<file path="src/sv/display_key_frame_receiver_top_macros.svh">
// Assertion macros for the display key frame receiver.
// Depends on clk and arst_n being visible where a macro is used.
`ifndef DISPLAY_KEY_FRAME_RECEIVER_TOP_MACROS_SVH
`define DISPLAY_KEY_FRAME_RECEIVER_TOP_MACROS_SVH

// Check a property on every clock edge outside reset.
`define DKF_ASSERT(label, prop, msg) \
	label: assert property (@(posedge clk) disable iff (!arst_n) prop) else $error(msg);

// Check a property on every clock edge, reset included.
`define DKF_ASSERT_ALWAYS(label, prop, msg) \
	label: assert property (@(posedge clk) prop) else $error(msg);

`endif

</file>
<file path="src/sv/dkf_pkg.sv">
// Types, constants and key lookup for the display key frame receiver.
// No dependencies.
package dkf_pkg;

	localparam int DKF_MAX_PAYLOAD = 6;
	localparam int BYTE_W          = 8;
	localparam int KEY_ID_W        = 3;
	localparam int FRAME_LEN_W     = 3;
	localparam int REPORT_LEN      = 6;
	localparam int KEY_BYTES       = REPORT_LEN - 1;
	localparam int KEY_IDX_W       = $clog2(KEY_BYTES);

	localparam logic [BYTE_W-1:0] HDR_FIRST  = 8'h5A;
	localparam logic [BYTE_W-1:0] HDR_SECOND = 8'hA5;
	localparam logic [BYTE_W-1:0] TOUCH_CMD  = 8'h83;
	localparam logic [BYTE_W-1:0] ADDR_BYTE3 = 8'h01;
	localparam logic [BYTE_W-1:0] ADDR_BYTE4 = 8'h00;
	localparam logic [BYTE_W-1:0] PAGE_A     = 8'h16;
	localparam logic [BYTE_W-1:0] PAGE_B     = 8'h18;
	localparam logic [BYTE_W-1:0] SLOT_0     = 8'h00;
	localparam logic [BYTE_W-1:0] SLOT_1     = 8'h20;
	localparam logic [BYTE_W-1:0] SLOT_2     = 8'h40;
	localparam logic [BYTE_W-1:0] SLOT_3     = 8'h60;

	typedef enum logic [1:0] {
		PH_HUNT,
		PH_HDR2,
		PH_LEN,
		PH_DATA
	} phase_t;

	typedef struct packed {
		logic                hit;
		logic [KEY_ID_W-1:0] id;
	} key_hit_t;

	function automatic key_hit_t dkf_key_lookup(input logic [BYTE_W-1:0] hi,
			input logic [BYTE_W-1:0] lo);
		key_hit_t r;
		r = '0;
		if (hi == PAGE_A) begin
			if (lo == SLOT_0) r = '{1'b1, 3'd0};
			else if (lo == SLOT_1) r = '{1'b1, 3'd1};
			else if (lo == SLOT_2) r = '{1'b1, 3'd2};
			else if (lo == SLOT_3) r = '{1'b1, 3'd3};
		end else if (hi == PAGE_B) begin
			if (lo == SLOT_0) r = '{1'b1, 3'd4};
			else if (lo == SLOT_1) r = '{1'b1, 3'd5};
			else if (lo == SLOT_2) r = '{1'b1, 3'd6};
		end
		return r;
	endfunction

endpackage

</file>
<file path="src/sv/dkf_in_if.sv">
// Input channel: one received serial byte per word.
// Depends on dkf_pkg.
interface dkf_in_if;
	logic                       valid;
	logic                       ready;
	logic [dkf_pkg::BYTE_W-1:0] rx_byte;

	modport source (output valid, output rx_byte, input ready);
	modport sink (input valid, input rx_byte, output ready);
endinterface

</file>
<file path="src/sv/dkf_out_if.sv">
// Output channel: one decoded frame result per word.
// Depends on dkf_pkg.
interface dkf_out_if;
	logic                            valid;
	logic                            ready;
	logic                            matched;
	logic [dkf_pkg::KEY_ID_W-1:0]    key_id;
	logic [dkf_pkg::BYTE_W-1:0]      key_value;
	logic [dkf_pkg::FRAME_LEN_W-1:0] frame_length;

	modport source (output valid, output matched, output key_id, output key_value,
		output frame_length, input ready);
	modport sink (input valid, input matched, input key_id, input key_value,
		input frame_length, output ready);
endinterface

</file>
<file path="src/sv/display_key_frame_receiver_top.sv">
// Display key frame receiver: 0x5A 0xA5 header hunt, length deframing, key report decode.
// Timing: a result word is presented once the frame's last byte has passed the input register
// and then the result register. Throughput: one byte per cycle while no stall holds (below).
// The input register stalls only while a finished result waits in a full result register.
// Reset: asynchronous, active low; clears sync phase, count, length and valids.
// Depends on dkf_pkg, dkf_in_if, dkf_out_if and display_key_frame_receiver_top_macros.svh.
`include "display_key_frame_receiver_top_macros.svh"

module display_key_frame_receiver_top #(
	parameter int MAX_PAYLOAD = dkf_pkg::DKF_MAX_PAYLOAD
) (
	input logic clk,
	input logic arst_n,
	dkf_in_if.sink    din,
	dkf_out_if.source dout
);
	import dkf_pkg::*;

	localparam int LEN_W = $clog2(MAX_PAYLOAD + 1);

	logic              valid_s1;
	logic [BYTE_W-1:0] byte_s1;

	phase_t           phase_q, phase_d;
	logic [LEN_W-1:0] len_q, len_d;
	logic [LEN_W-1:0] cnt_q, cnt_d;
	logic [BYTE_W-1:0] store_q [KEY_BYTES];

	logic                   emit, wr_en, advance, out_free, full_match, is_report;
	key_hit_t               key_hit;
	logic                   res_matched;
	logic [KEY_ID_W-1:0]    res_key_id;
	logic [BYTE_W-1:0]      res_key_value;
	logic [FRAME_LEN_W-1:0] res_frame_length;

	logic                   out_valid_q;
	logic                   matched_q;
	logic [KEY_ID_W-1:0]    key_id_q;
	logic [BYTE_W-1:0]      key_value_q;
	logic [FRAME_LEN_W-1:0] frame_length_q;

	assign out_free  = !out_valid_q || dout.ready;
	assign advance   = valid_s1 && (!emit || out_free);
	assign din.ready = !valid_s1 || advance;

	always_ff @(posedge clk or negedge arst_n) begin
		if (!arst_n) begin
			valid_s1 <= 1'b0;
		end else if (din.ready) begin
			valid_s1 <= din.valid;
		end
	end

	always_ff @(posedge clk) begin
		if (din.valid && din.ready) begin
			byte_s1 <= din.rx_byte;
		end
	end

	assign key_hit    = dkf_key_lookup(store_q[1], store_q[2]);
	assign is_report  = (len_q == LEN_W'(REPORT_LEN));
	assign full_match = is_report && store_q[0] == TOUCH_CMD && store_q[3] == ADDR_BYTE3
		&& store_q[4] == ADDR_BYTE4 && key_hit.hit;

	always_comb begin
		phase_d          = phase_q;
		len_d            = len_q;
		cnt_d            = cnt_q;
		emit             = 1'b0;
		wr_en            = 1'b0;
		res_matched      = 1'b0;
		res_key_id       = '0;
		res_key_value    = '0;
		res_frame_length = '0;
		case (phase_q)
			PH_HUNT: begin
				if (byte_s1 == HDR_FIRST) phase_d = PH_HDR2;
			end
			PH_HDR2: begin
				phase_d = (byte_s1 == HDR_SECOND) ? PH_LEN : PH_HUNT;
			end
			PH_LEN: begin
				cnt_d = '0;
				if (byte_s1 > BYTE_W'(MAX_PAYLOAD)) begin
					phase_d = PH_HUNT;
					len_d   = '0;
				end else if (byte_s1 == '0) begin
					phase_d = PH_HUNT;
					len_d   = '0;
					emit    = 1'b1;
				end else begin
					phase_d = PH_DATA;
					len_d   = byte_s1[LEN_W-1:0];
				end
			end
			PH_DATA: begin
				wr_en = (cnt_q < LEN_W'(KEY_BYTES));
				cnt_d = cnt_q + 1'b1;
				if (cnt_d == len_q) begin
					emit             = 1'b1;
					phase_d          = PH_HUNT;
					len_d            = '0;
					cnt_d            = '0;
					res_matched      = full_match;
					res_key_id       = full_match ? key_hit.id : '0;
					res_key_value    = is_report ? byte_s1 : '0;
					res_frame_length = len_q[FRAME_LEN_W-1:0];
				end
			end
			default: begin
				phase_d = PH_HUNT;
			end
		endcase
	end

	always_ff @(posedge clk or negedge arst_n) begin
		if (!arst_n) begin
			phase_q <= PH_HUNT;
			len_q   <= '0;
			cnt_q   <= '0;
		end else if (advance) begin
			phase_q <= phase_d;
			len_q   <= len_d;
			cnt_q   <= cnt_d;
		end
	end

	always_ff @(posedge clk) begin
		if (advance && wr_en) begin
			store_q[cnt_q[KEY_IDX_W-1:0]] <= byte_s1;
		end
	end

	always_ff @(posedge clk or negedge arst_n) begin
		if (!arst_n) begin
			out_valid_q <= 1'b0;
		end else if (out_free) begin
			out_valid_q <= advance && emit;
		end
	end

	always_ff @(posedge clk) begin
		if (advance && emit) begin
			matched_q      <= res_matched;
			key_id_q       <= res_key_id;
			key_value_q    <= res_key_value;
			frame_length_q <= res_frame_length;
		end
	end

	assign dout.valid        = out_valid_q;
	assign dout.matched      = matched_q;
	assign dout.key_id       = key_id_q;
	assign dout.key_value    = key_value_q;
	assign dout.frame_length = frame_length_q;

	`DKF_ASSERT(a_match_len, out_valid_q && matched_q |-> frame_length_q == FRAME_LEN_W'(REPORT_LEN), "match on a frame that is not a key report")
	`DKF_ASSERT(a_unmatched_id, out_valid_q && !matched_q |-> key_id_q == '0, "nonzero key id on unmatched frame")
	`DKF_ASSERT(a_cnt_below_len, phase_q == PH_DATA |-> cnt_q < len_q, "payload count reached length while collecting")
	`DKF_ASSERT(a_resync, advance && emit |=> phase_q == PH_HUNT, "no return to hunting after a completed frame")
	`DKF_ASSERT_ALWAYS(a_len_range, phase_q == PH_DATA |-> len_q != '0 && len_q <= LEN_W'(MAX_PAYLOAD), "frame length out of range")

endmodule
</file>
<file path="src/flat_wrapper.sv">
// flat-port wrapper written by rule: the top's interface ports become plain ports
module display_key_frame_receiver_top_flat import dkf_pkg::*;
#(
	parameter int MAX_PAYLOAD = dkf_pkg::DKF_MAX_PAYLOAD
)
  (clk, arst_n, din_valid, din_rx_byte, din_ready, dout_valid, dout_matched, dout_key_id, dout_key_value, dout_frame_length, dout_ready);
  dkf_in_if din_i ();
  dkf_out_if dout_i ();
  input logic clk;
  input logic arst_n;
  input wire logic [$bits(din_i.valid)-1:0] din_valid;
  input wire logic [$bits(din_i.rx_byte)-1:0] din_rx_byte;
  output wire logic [$bits(din_i.ready)-1:0] din_ready;
  output wire logic [$bits(dout_i.valid)-1:0] dout_valid;
  output wire logic [$bits(dout_i.matched)-1:0] dout_matched;
  output wire logic [$bits(dout_i.key_id)-1:0] dout_key_id;
  output wire logic [$bits(dout_i.key_value)-1:0] dout_key_value;
  output wire logic [$bits(dout_i.frame_length)-1:0] dout_frame_length;
  input wire logic [$bits(dout_i.ready)-1:0] dout_ready;
  assign din_i.valid = din_valid;
  assign din_i.rx_byte = din_rx_byte;
  assign din_ready = din_i.ready;
  assign dout_valid = dout_i.valid;
  assign dout_matched = dout_i.matched;
  assign dout_key_id = dout_i.key_id;
  assign dout_key_value = dout_i.key_value;
  assign dout_frame_length = dout_i.frame_length;
  assign dout_i.ready = dout_ready;
  display_key_frame_receiver_top #(.MAX_PAYLOAD(MAX_PAYLOAD)) u_core (.clk(clk), .arst_n(arst_n), .din(din_i), .dout(dout_i));
endmodule
</file>
<file path="config.mk">
export PLATFORM = sky130hd
export DESIGN_NAME = display_key_frame_receiver_top_flat
export DESIGN_NICKNAME = d
export VERILOG_FILES = /design/src/sv/dkf_pkg.sv /design/src/sv/dkf_in_if.sv /design/src/sv/dkf_out_if.sv /design/src/sv/display_key_frame_receiver_top.sv /design/src/flat_wrapper.sv
export VERILOG_INCLUDE_DIRS = /design/src /design/src/sv
export SDC_FILE = /design/constraint.sdc
export NUM_CORES = 1
export LEC_CHECK = 0
export ABC_AREA = 1
export BUFFER_PORTS_ARGS = -buffer_cell sky130_fd_sc_hd__buf_2
export CAP_MARGIN = 25
export CELL_PAD_IN_SITES_DETAIL_PLACEMENT = 1
export CELL_PAD_IN_SITES_GLOBAL_PLACEMENT = 2
export CORE_MARGIN = 2
export CORE_UTILIZATION = 35
export CTS_CLUSTER_DIAMETER = 30
export DETAILED_ROUTE_END_ITERATION = 8
export PLACE_DENSITY_LB_ADDON = 0.1
export SETUP_SLACK_MARGIN = 0.15
export SYNTH_ARGS = -nofsm -noshare
export SYNTH_HDL_FRONTEND = slang
export SYNTH_SLANG_ARGS = --single-unit
</file>
<file path="constraint.sdc">
create_clock -name clk -period 2.45 [get_ports clk]
set_clock_uncertainty 0.2 [all_clocks]
set_input_delay 0.245 -clock clk [delete_from_list [all_inputs] [get_ports clk]]
set_output_delay 0.245 -clock clk [all_outputs]
set_load 0.005 [all_outputs]
</file>
**Word-level counts from Yosys, hierarchy flattened**

Memories as Yosys holds them, arrays and structs flattened.
Cells that the tools add are included.
Widths: inputs -> output; s select.

- Bits in registers: 33
- Bits in latches: 0
- Memory bits (writable): 40
- Memory bits (read-only): 0
- Input bits: 12
- Output and inout port bits: 17
- Logic and storage cells: 83
- Memories: 1

Memory list:

| name | depth | width | rd ports | clocked after memory_dff | write ports | line | source |
|---|---|---|---|---|---|---|---|
| u_core.store_q | 5 | 8 | 5 | 0 | 1 | display_key_frame_receiver_top.sv:27 | `logic [BYTE_W-1:0] store_q [KEY_BYTES];` |

- Add/sub/neg operators: 1
- $mul: 0
- Divide/modulo/power cells: 0
- Magnitude comparators: 2
- Equality and inequality tests: 16
- Shift operators: 0
- Multiplexer cells: 28
- Bitwise gates (word level): 0
- Reductions and logical operators: 25

Operators by type and width:

| kind | number |
|---|---|
| $mux 4 | 9 |
| $eq 8x7->1 const B | 3 |
| $logic_not 8->1 | 3 |
| $eq 8x5->1 const B | 2 |
| $eq 8x8->1 const B | 2 |
| $mux 3 | 4 |
| $pmux 3 s2 | 2 |
| $reduce_and 3->1 | 4 |
| $mux 2 | 5 |
| $eq 8x1->1 const B | 1 |
| $eq 8x6->1 const B | 1 |
| $gt 8x3->1 const B | 1 |
| $logic_and 1x1->1 | 8 |
| $pmux 2 s4 | 1 |
| $mux 1 | 6 |
| $eq 2x2->1 const B | 2 |
| $ne 2x1->1 const B | 2 |
| $reduce_and 2->1 | 2 |
| $add 3x1->3 const B | 1 |
| $eq 3x3->1 | 1 |
| $eq 3x3->1 const B | 1 |
| $logic_not 1->1 | 3 |
| $logic_or 1x1->1 | 3 |
| $lt 3x3->1 const B | 1 |
| 4 further kinds | 4 |

**Depth between registers and ports, before layout**

Gate-level depths: netlist (run 1).

- Depth after elaboration: 10
- Mapped depth: 12
- Depth with buffers taken out: 11

**Worst setup path after synthesis (run 1)**

OpenSTA, ideal clock, no wires.

- Path kind: register -> register
- Start point: reg u_core.cnt_q[0]
- End point: mem u_core.store_q[0][0], enable pin
- Setup time: 0.370 ns
- Arrival time: 1.816 ns
- Setup slack: 0.063 ns
- Cell stages (with the launch flop): 11
- Buffers on the path: 0
- Cell sequence: dfrtp_1 ha_1 inv_1 nand2_1 nand2_1 nor2_4 nand3_4 nand2_4 a21boi_1 nand2_1 nor2_1

- Word-level cells in the longest chain between the ends: 10

Ends and longest elaborated chain:

| element | line | source |
|---|---|---|
| start: declaration | display_key_frame_receiver_top.sv:26 | `logic [LEN_W-1:0] cnt_q, cnt_d;` |
| start signal: assignment | display_key_frame_receiver_top.sv:124 | `cnt_q <= cnt_d;` |
| $add 3x1->3 | display_key_frame_receiver_top.sv:98 | `cnt_d = cnt_q + 1'b1;` |
| $eq 3x3->1 | display_key_frame_receiver_top.sv:99 | `if (cnt_d == len_q) begin` |
| $mux 1 | display_key_frame_receiver_top.sv:99 |  |
| $pmux 1 s2 | display_key_frame_receiver_top.sv:75 | `case (phase_q)` |
| $logic_not 1->1 | display_key_frame_receiver_top.sv:43 | `assign advance = valid_s1 && (!emit \|\| out_free);` |
| $logic_or 1x1->1 | display_key_frame_receiver_top.sv:43 |  |
| $logic_and 1x1->1 | display_key_frame_receiver_top.sv:43 |  |
| $logic_and 1x1->1 | display_key_frame_receiver_top.sv:129 | `if (advance && wr_en) begin` |
| $mux 1 | display_key_frame_receiver_top.sv:129 |  |
| $mux 1 (implied by the code) | display_key_frame_receiver_top.sv:130 | `store_q[cnt_q[KEY_IDX_W-1:0]] <= byte_s1;` |
| end: declaration | display_key_frame_receiver_top.sv:27 |  |

Several ways; a longest one is shown, not always the timed one.

**Worst setup path in the final report (run 1)**

- Start point: reg u_core.cnt_q[1]
- End point: out din_ready

- Word-level cells in the longest chain between the ends: 8

Ends and longest elaborated chain:

| element | line | source |
|---|---|---|
| $add 3x1->3 | display_key_frame_receiver_top.sv:98 |  |
| $eq 3x3->1 | display_key_frame_receiver_top.sv:99 |  |
| $mux 1 | display_key_frame_receiver_top.sv:99 |  |
| $pmux 1 s2 | display_key_frame_receiver_top.sv:75 |  |
| $logic_not 1->1 | display_key_frame_receiver_top.sv:43 |  |
| $logic_or 1x1->1 | display_key_frame_receiver_top.sv:43 |  |
| $logic_and 1x1->1 | display_key_frame_receiver_top.sv:43 |  |
| $logic_or 1x1->1 | display_key_frame_receiver_top.sv:44 | `assign din.ready = !valid_s1 \|\| advance;` |
| end: declaration | flat_wrapper.sv:13 | `output wire logic [$bits(din_i.ready)-1:0] din_ready;` |

No other way between the ends.

==> results of run 1 <==
cell families (layout without fill, tap and decap cells):
family | Yosys count | in the layout
compound gates | 7 | 7
flops | 73 | 73
buf+inv | 33 | 107
fa+ha+maj | 1 | 1
simple gates | 154 | 154
cells in the mapped netlist:
| library cell | instances |
|---|---|
| nand3_4 | 1 |
| nand2_2 | 4 |
| nand3_2 | 2 |
| nor3_1 | 4 |
| a21oi_2 | 1 |
| nand2_4 | 2 |
| buf_6 | 1 |
| dfrtp_1 | 10 |
| nand3_1 | 19 |
| inv_2 | 3 |
| ha_1 | 1 |
| edfxtp_1 | 63 |
| nand3b_1 | 4 |
| nand2_1 | 45 |
| nor2_4 | 1 |
| a21o_1 | 1 |
| o21ai_0 | 3 |
| clkbuf_1 | 1 |
| nand4_1 | 14 |
| a21oi_1 | 1 |
| or2_2 | 1 |
| inv_1 | 28 |
| a21boi_1 | 1 |
| nor2_1 | 57 |
worst reg2reg max path, delay by kind of cell (launching register included):
family / cells / cell delay [ns]
AOI/OAI and AO/OA: 1 / 0.16
and+or+nand+nor: 7 / 0.67
buffers and inverters: 2 / 0.24
adders and majority gates: 1 / 0.18
DFF: 1 / 0.42
worst min-delay path by stage:
stage                                       end  cells after the start  slack [ns]   start
finish              u_core.cnt_q[0]$_DFFE_PN0P_                      2        0.09  arst_n
global route        u_core.cnt_q[0]$_DFFE_PN0P_                      2        0.09  arst_n
CTS                 u_core.cnt_q[0]$_DFFE_PN0P_                      2        0.08  arst_n
detailed placement  u_core.cnt_q[0]$_DFFE_PN0P_                      1       -0.06  arst_n
global placement    u_core.cnt_q[1]$_DFFE_PN0P_                      1       -0.07  arst_n
floorplan           u_core.cnt_q[0]$_DFFE_PN0P_                      0       -0.25  arst_n
final cells by class:
type | instances | area (um^2)
Fill cell | 948 | 4730
Sequential cell | 73 | 2140
Clock inverter | 7 | 125
Timing Repair Buffer | 60 | 412
Inverter | 31 | 116
Multi-Input combinational cell | 162 | 811
Tap cell | 108 | 135
Clock buffer | 9 | 124
stage by stage:
stage               std cells  hold WS, ns  worst slack, ns  area (um^2)
detailed placement        421      -0.0640            0.113         3450
CTS                       449       0.0767            0.158         3830
finish                    450       0.0890            0.213         3860
global placement          421      -0.0726            0.166         3450
floorplan                 268       -0.251           0.0632         3050
global route              450       0.0922            0.103         3860
timing repair:
action	in CTS	in global routing
hold endpoints to repair	19	0
setup buffers	2	1
hold buffers	10	0
pin swaps	2	5
setup endpoints to repair	41	42
gates resized for setup	2	7
power groups by stage:
| stage | sequential [W] | combinational, W | clock (W) |
|---|---|---|---|
| 2_1_floorplan | 0.00143 | 0.0000568 | 0 |
| 3_3_place_gp | 0.00142 | 0.000125 | 0 |
| 3_5_place_dp | 0.00142 | 0.000127 | 0 |
| 4_1_cts | 0.00140 | 0.000141 | 0.00119 |
| 5_1_grt | 0.00140 | 0.000160 | 0.00124 |
| 6_report | 0.00140 | 0.000141 | 0.00116 |
sequential cells by signal, indices dropped and copies added (netlist names):
signal                    count
u_core.byte_s1                8
u_core.dout.key_id            3
u_core.store_q               40
u_core.valid_s1               1
u_core.cnt_q                  3
u_core.phase_q                2
u_core.dout.key_value         8
u_core.dout.matched           1
u_core.dout.valid             1
u_core.len_q                  3
u_core.dout.frame_length      3
per-layer routing:
metal  wire length [um]  up-vias  share of wire
li1                   -     1045              -
met1               3280     1040           0.46
met2               3440       30           0.49
met3                162       14          0.023
met4                170        0          0.024
met5                  0        -              0
placed cells by master, fill, tap and decap left out, drive strengths merged:
cell type,synthesis,layout
a21boi,1,1
a21o,1,1
a21oi,2,2
buf,1,50
bufinv,0,3
clkbuf,1,9
clkinv,0,2
dfrtp,10,10
dlygate4sd3,0,10
edfxtp,63,63
ha,1,1
inv,31,33
nand2,51,51
nand3,22,22
nand3b,4,4
nand4,14,14
nor2,58,58
nor3,4,4
o21ai,3,3
or2,1,1
==> summary.txt, run 1 <==
YS warnings -> 0
Complex-gate fraction of the synthesized area -> 0.0144
Site Rows -> 34
M3 GR Usage -> 0.0295
PwrDens -> 699 nW/um^2
Via density -> 4.73
Area grow syn2layout -> 26.8%
Max Freq -> 447 MHz
Simple-gate share of the synthesized area -> 0.236
Mapped Area -> 3050 um^2
CTS tree -> built
P_int -> 0.00212 W
Worst Path Arrival -> 1.79 ns
Max transition margin -> 0.601
Num Clock Sinks -> 73
GP Congestion -> 0.742
Max cap viols -> 0
Die Ht -> 97.3 um
Post-layout util -> 0.450
Worst-Margin Slew -> 0.596 ns
Clock buffer count from CTS -> 9
Initial drt markers -> 93
Power, Total -> 0.00270 W
Crit path max fanout -> 4
Mux cell area share after synthesis -> 0
Die Area -> 9470 um^2
Crit path to -> din_ready
Synth Net Count -> 281
Hold Violations, Final -> 0
Mean Syn Cell Area -> 11.4 um^2
CTS Root Cell -> clkbuf_8
Die W -> 97.3 um
Iteration count of the initial detailed-routing pass -> 4
Clock Latency Late Sink -> 0.35 ns
Maximum vdd drop -> 0.294 mV
Post-synthesis xor/xnor area fraction -> 0
Max incr delay on CP -> 0.42 ns
Critical R2R Launch -> u_core.cnt_q[1]$_DFFE_PN0P_
Share of cells above drive strength 1 -> 0.257
Tmin final -> 2.24 ns
Sequential share of the synthesized area -> 0.703
Gate power share -> 0.052
Crit path from -> u_core.cnt_q[1]$_DFFE_PN0P_
Placeable Area -> 8590 um^2
Outcome -> complete, no violations
Vias in the first global route -> 2240
Clock share of power -> 0.431
Final period utilization -> 0.913
Routed via count -> 2129
Net Sw Frac -> 0.217
DP HPWL -> 5090 um
Diode count -> 0
Leading area contributor after synthesis -> edfxtp_1
WP buf/inv -> 2
Number of synthesized register bits -> 73
CP Depth -> 9
Critical path cell sequence -> ha_4, inv_2, nand2_2, nand2_2, nor2_4, nand3_4, nand2_4, nand3_4, buf_6
Synth top area share -> 0.621
PortBufs -> 28
Final setup vio count -> 0
RSZ-0062 raised after global routing -> yes
Total wire length -> 7050 um
Layer carrying the most global-route usage -> met2
Worst-case clock buffer depth -> 2
First-pass GRT wire length -> 11400 um
GRT overflow -> 0
Top cells by area, synth -> edfxtp_1, dfrtp_1, nor2_1
Static leakage -> 1.49 nW
TNS Setup -> 0 ns
Initial antenna violation count -> 0
Largest family of logic cells by synthesized area -> simple AND/OR/NAND/NOR gates
Post-Synth Adder-Cell Area -> 0.00411
CP max-delay cell -> dfrtp_1
CP Capture Type -> output pin
Antenna Nets Post-Route -> 0
Routed len/inst -> 15.7 um
Switching pwr -> 0.000585 W
Worst setup SP type -> flop
Yosys cell types -> 24
Cell family with most CP delay -> simple AND/OR/NAND/NOR gates
Global Route Usage Sum -> 0.159
FF-to-FF path depth -> 11
Ports -> 29
Mapped Cells -> 268
Worst min-delay path category -> input port to asynchronous set/reset pin
DRC -> 0
WP data required -> 2.01 ns
Pin count of the biggest net entering global routing -> 15
Met1 usage -> 0.199
Reg2reg setup slack -> 0.29 ns
Final #Nets -> 350
H-tree levels -> 3
R2r endpoint -> u_core.store_q[3][0]$_DFFE_PP_
Clock transition at the registers of the reported paths -> 0.08 ns
Final Max Tran Viols -> 0
Grt met2 use -> 0.264
Initial Utilization -> 0.355
Crit Path Category -> flop to output pin
Sequential power share -> 0.517
No activity file was read; power rests on OpenSTA's default activity.
==> run 2: changes to the inputs <==
--- a/config.mk
+++ b/config.mk
@@ -15,6 +15,7 @@
 export CORE_UTILIZATION = 35
 export CTS_CLUSTER_DIAMETER = 30
 export DETAILED_ROUTE_END_ITERATION = 8
+export GPL_TIMING_DRIVEN = 0
 export PLACE_DENSITY_LB_ADDON = 0.1
 export SETUP_SLACK_MARGIN = 0.15
 export SYNTH_ARGS = -nofsm -noshare
==> summary.txt, run 2 (same netlist as run 1, synthesis figures left out) <==
Switching pwr -> 0.000615 W (+5.2%)
Net Sw Frac -> 0.242 (+0.0256)
Pin count of the biggest net entering global routing -> 16 (+1)
Worst min-delay path category -> input port to asynchronous set/reset pin
Routed via count -> 2112 (-0.80%)
Antenna Nets Post-Route -> 0 (unchanged)
RSZ-0062 raised after global routing -> yes
Final instance area -> 3930 um^2 (+1.6%)
Grt met2 use -> 0.256 (-0.00801)
Initial antenna violation count -> 0 (unchanged)
Placeable Area -> 8590 um^2 (unchanged)
GP Congestion -> 0.726 (-2.2%)
Max transition margin -> 0.605 (+0.00381)
Outcome -> complete, no violations
Gate power share -> 0.055 (+0.003)
Tmin final -> 2.21 ns (-0.0307 ns)
Site Rows -> 34 (unchanged)
Max cap viols -> 0 (unchanged)
Num Clock Sinks -> 73 (unchanged)
CP Capture Type -> output pin
Commonest non-fill, non-tap cell in the layout -> edfxtp_1
Power, Total -> 0.00254 W (-5.9%)
Global Route Usage Sum -> 0.154 (-0.00545)
Clock transition at the registers of the reported paths -> 0.09 ns (about the same)
Worst setup SP type -> flop
Share of cells above drive strength 1 -> 0.297 (+0.0392)
Vias in the first global route -> 2202 (-1.7%)
Diode count -> 0 (unchanged)
Hold Violations, Final -> 0 (unchanged)
WP data required -> 2.01 ns (about the same)
Sequential power share -> 0.552 (+0.035)
Total wire length -> 6820 um (-3.3%)
Met1 usage -> 0.189 (-0.0106)
Final #Nets -> 352 (+0.57%)
DP Area -> 3320 um^2 (-3.7%)
PwrDens -> 647 nW/um^2 (-7.4%)
GRT overflow -> 0 (unchanged)
Post-layout util -> 0.457 (+0.00714)
Static leakage -> 1.48 nW (-0.38%)
Clock Latency Late Sink -> 0.35 ns (about the same)
H-tree levels -> 3 (unchanged)
Clock buffer count from CTS -> 9 (unchanged)
Ports -> 29 (unchanged)
PortBufs -> 28 (unchanged)
Worst-Margin Slew -> 0.590 ns (-0.00570 ns)
Worst-case clock buffer depth -> 2 (unchanged)
Worst Path Arrival -> 1.76 ns (-0.03 ns)
DP HPWL -> 4540 um (-11%)
Crit Path Category -> flop to output pin
Die W -> 97.3 um (unchanged)
Area grow syn2layout -> 28.8%
Initial Utilization -> 0.355 (unchanged)
DRC -> 0 (unchanged)
Commonest cells after routing, fill and taps aside -> edfxtp_1, nor2_1, nand2_1, buf_2, inv_1
Die Ht -> 97.3 um (unchanged)
Maximum vdd drop -> 0.361 mV (+23%)
Final Max Tran Viols -> 0 (unchanged)
P_int -> 0.00193 W (-9.0%)
Clock share of power -> 0.393 (-0.038)
First-pass GRT wire length -> 11000 um (-3.1%)
Finished Layout Cells -> 452 (+0.44%)
Die Area -> 9470 um^2 (unchanged)
Max reg flops -> 40 (unchanged)
Final period utilization -> 0.901 (-0.0125)
CTS tree -> built
Iteration count of the initial detailed-routing pass -> 4 (unchanged)
CTS Root Cell -> clkbuf_8
Max Freq -> 453 MHz (+1.4%)
M3 GR Usage -> 0.0475 (+0.0180)
Layer carrying the most global-route usage -> met2
Routed len/inst -> 15.1 um (-3.7%)
Via density -> 4.67 (-1.2%)
Crit path max fanout -> 4 (unchanged)
Final setup vio count -> 0 (unchanged)
Inst Count DP -> 404 (-4.0%)
Initial drt markers -> 55 (-41%)
## run 2: worst max-delay path, cell delays in order (launching register included)
cell     delay [ns]
dfrtp_2        0.43
ha_4           0.29
inv_2          0.03
nand2_2        0.05
nand2_2        0.06
nor2_4         0.13
nand3_4        0.12
nand2_8        0.11
nand3_4        0.06
buf_6          0.13
## run 2: path summary, 6_finish.rpt
check	start	endpoint	slack, ns	depth (start not counted)
worst max-delay path	u_core.cnt_q[0]$_DFFE_PN0P_	din_ready	0.24	9
worst min-delay path	arst_n	u_core.len_q[0]$_DFFE_PN0P_	0.08	2
worst max register to register	u_core.cnt_q[1]$_DFFE_PN0P_	u_core.store_q[3][3]$_DFFE_PP_	0.28	10
worst min register to register	u_core.len_q[0]$_DFFE_PN0P_	u_core.len_q[0]$_DFFE_PN0P_	0.33	2
max in group asynchronous	arst_n	u_core.cnt_q[1]$_DFFE_PN0P_	1.75	2
min in group clk	dout_ready	u_core.dout.valid$_DFFE_PN0P_	0.12	3
## run 2: cell type report
| class | instances | area (um^2) |
|---|---|---|
| Sequential cell | 73 | 2140 |
| Clock buffer | 9 | 124 |
| Buffer | 2 | 15.0 |
| Fill cell | 933 | 4670 |
| Timing Repair Buffer | 60 | 424 |
| Inverter | 31 | 120 |
| Tap cell | 108 | 135 |
| Clock inverter | 7 | 83.8 |
| Multi-Input combinational cell | 162 | 880 |
## run 2: repair_timing
action / in CTS / in global routing
hold buffers: 10 / 0
gates resized for setup: 19 / 11
setup buffers: 10 / 12
endpoints found under the hold margin: 19 / 0
pin swaps: 3 / 11
setup endpoints to repair: 61 / 56
## run 2: layer usage
layer | wire, um | vias to the layer above
li1 | - | 1051
met1 | 3080 | 1002
met2 | 3250 | 41
met3 | 278 | 18
met4 | 214 | 0
met5 | 0 | -
## run 2: power by group through the flow
stage | sequential, W | clock (W) | combinational (W)
final | 0.00140 | 0.000998 | 0.000140
after global routing | 0.00141 | 0.00107 | 0.000159
after CTS | 0.00141 | 0.00102 | 0.000118
after detailed placement | 0.00145 | 0 | 0.0000798
after global placement | 0.00145 | 0 | 0.0000790
after floorplan | 0.00143 | 0 | 0.0000568
## run 2: stage by stage
stage | hold slack (ns) | TNS, ns | setup WS [ns]
floorplan | -0.251 | 0 | 0.0632
global route | 0.0879 | 0 | 0.139
global placement | -0.0750 | -16.39 | -0.357
CTS | 0.0732 | 0 | 0.157
detailed placement | -0.0717 | -16.74 | -0.374
finish | 0.0770 | 0 | 0.244
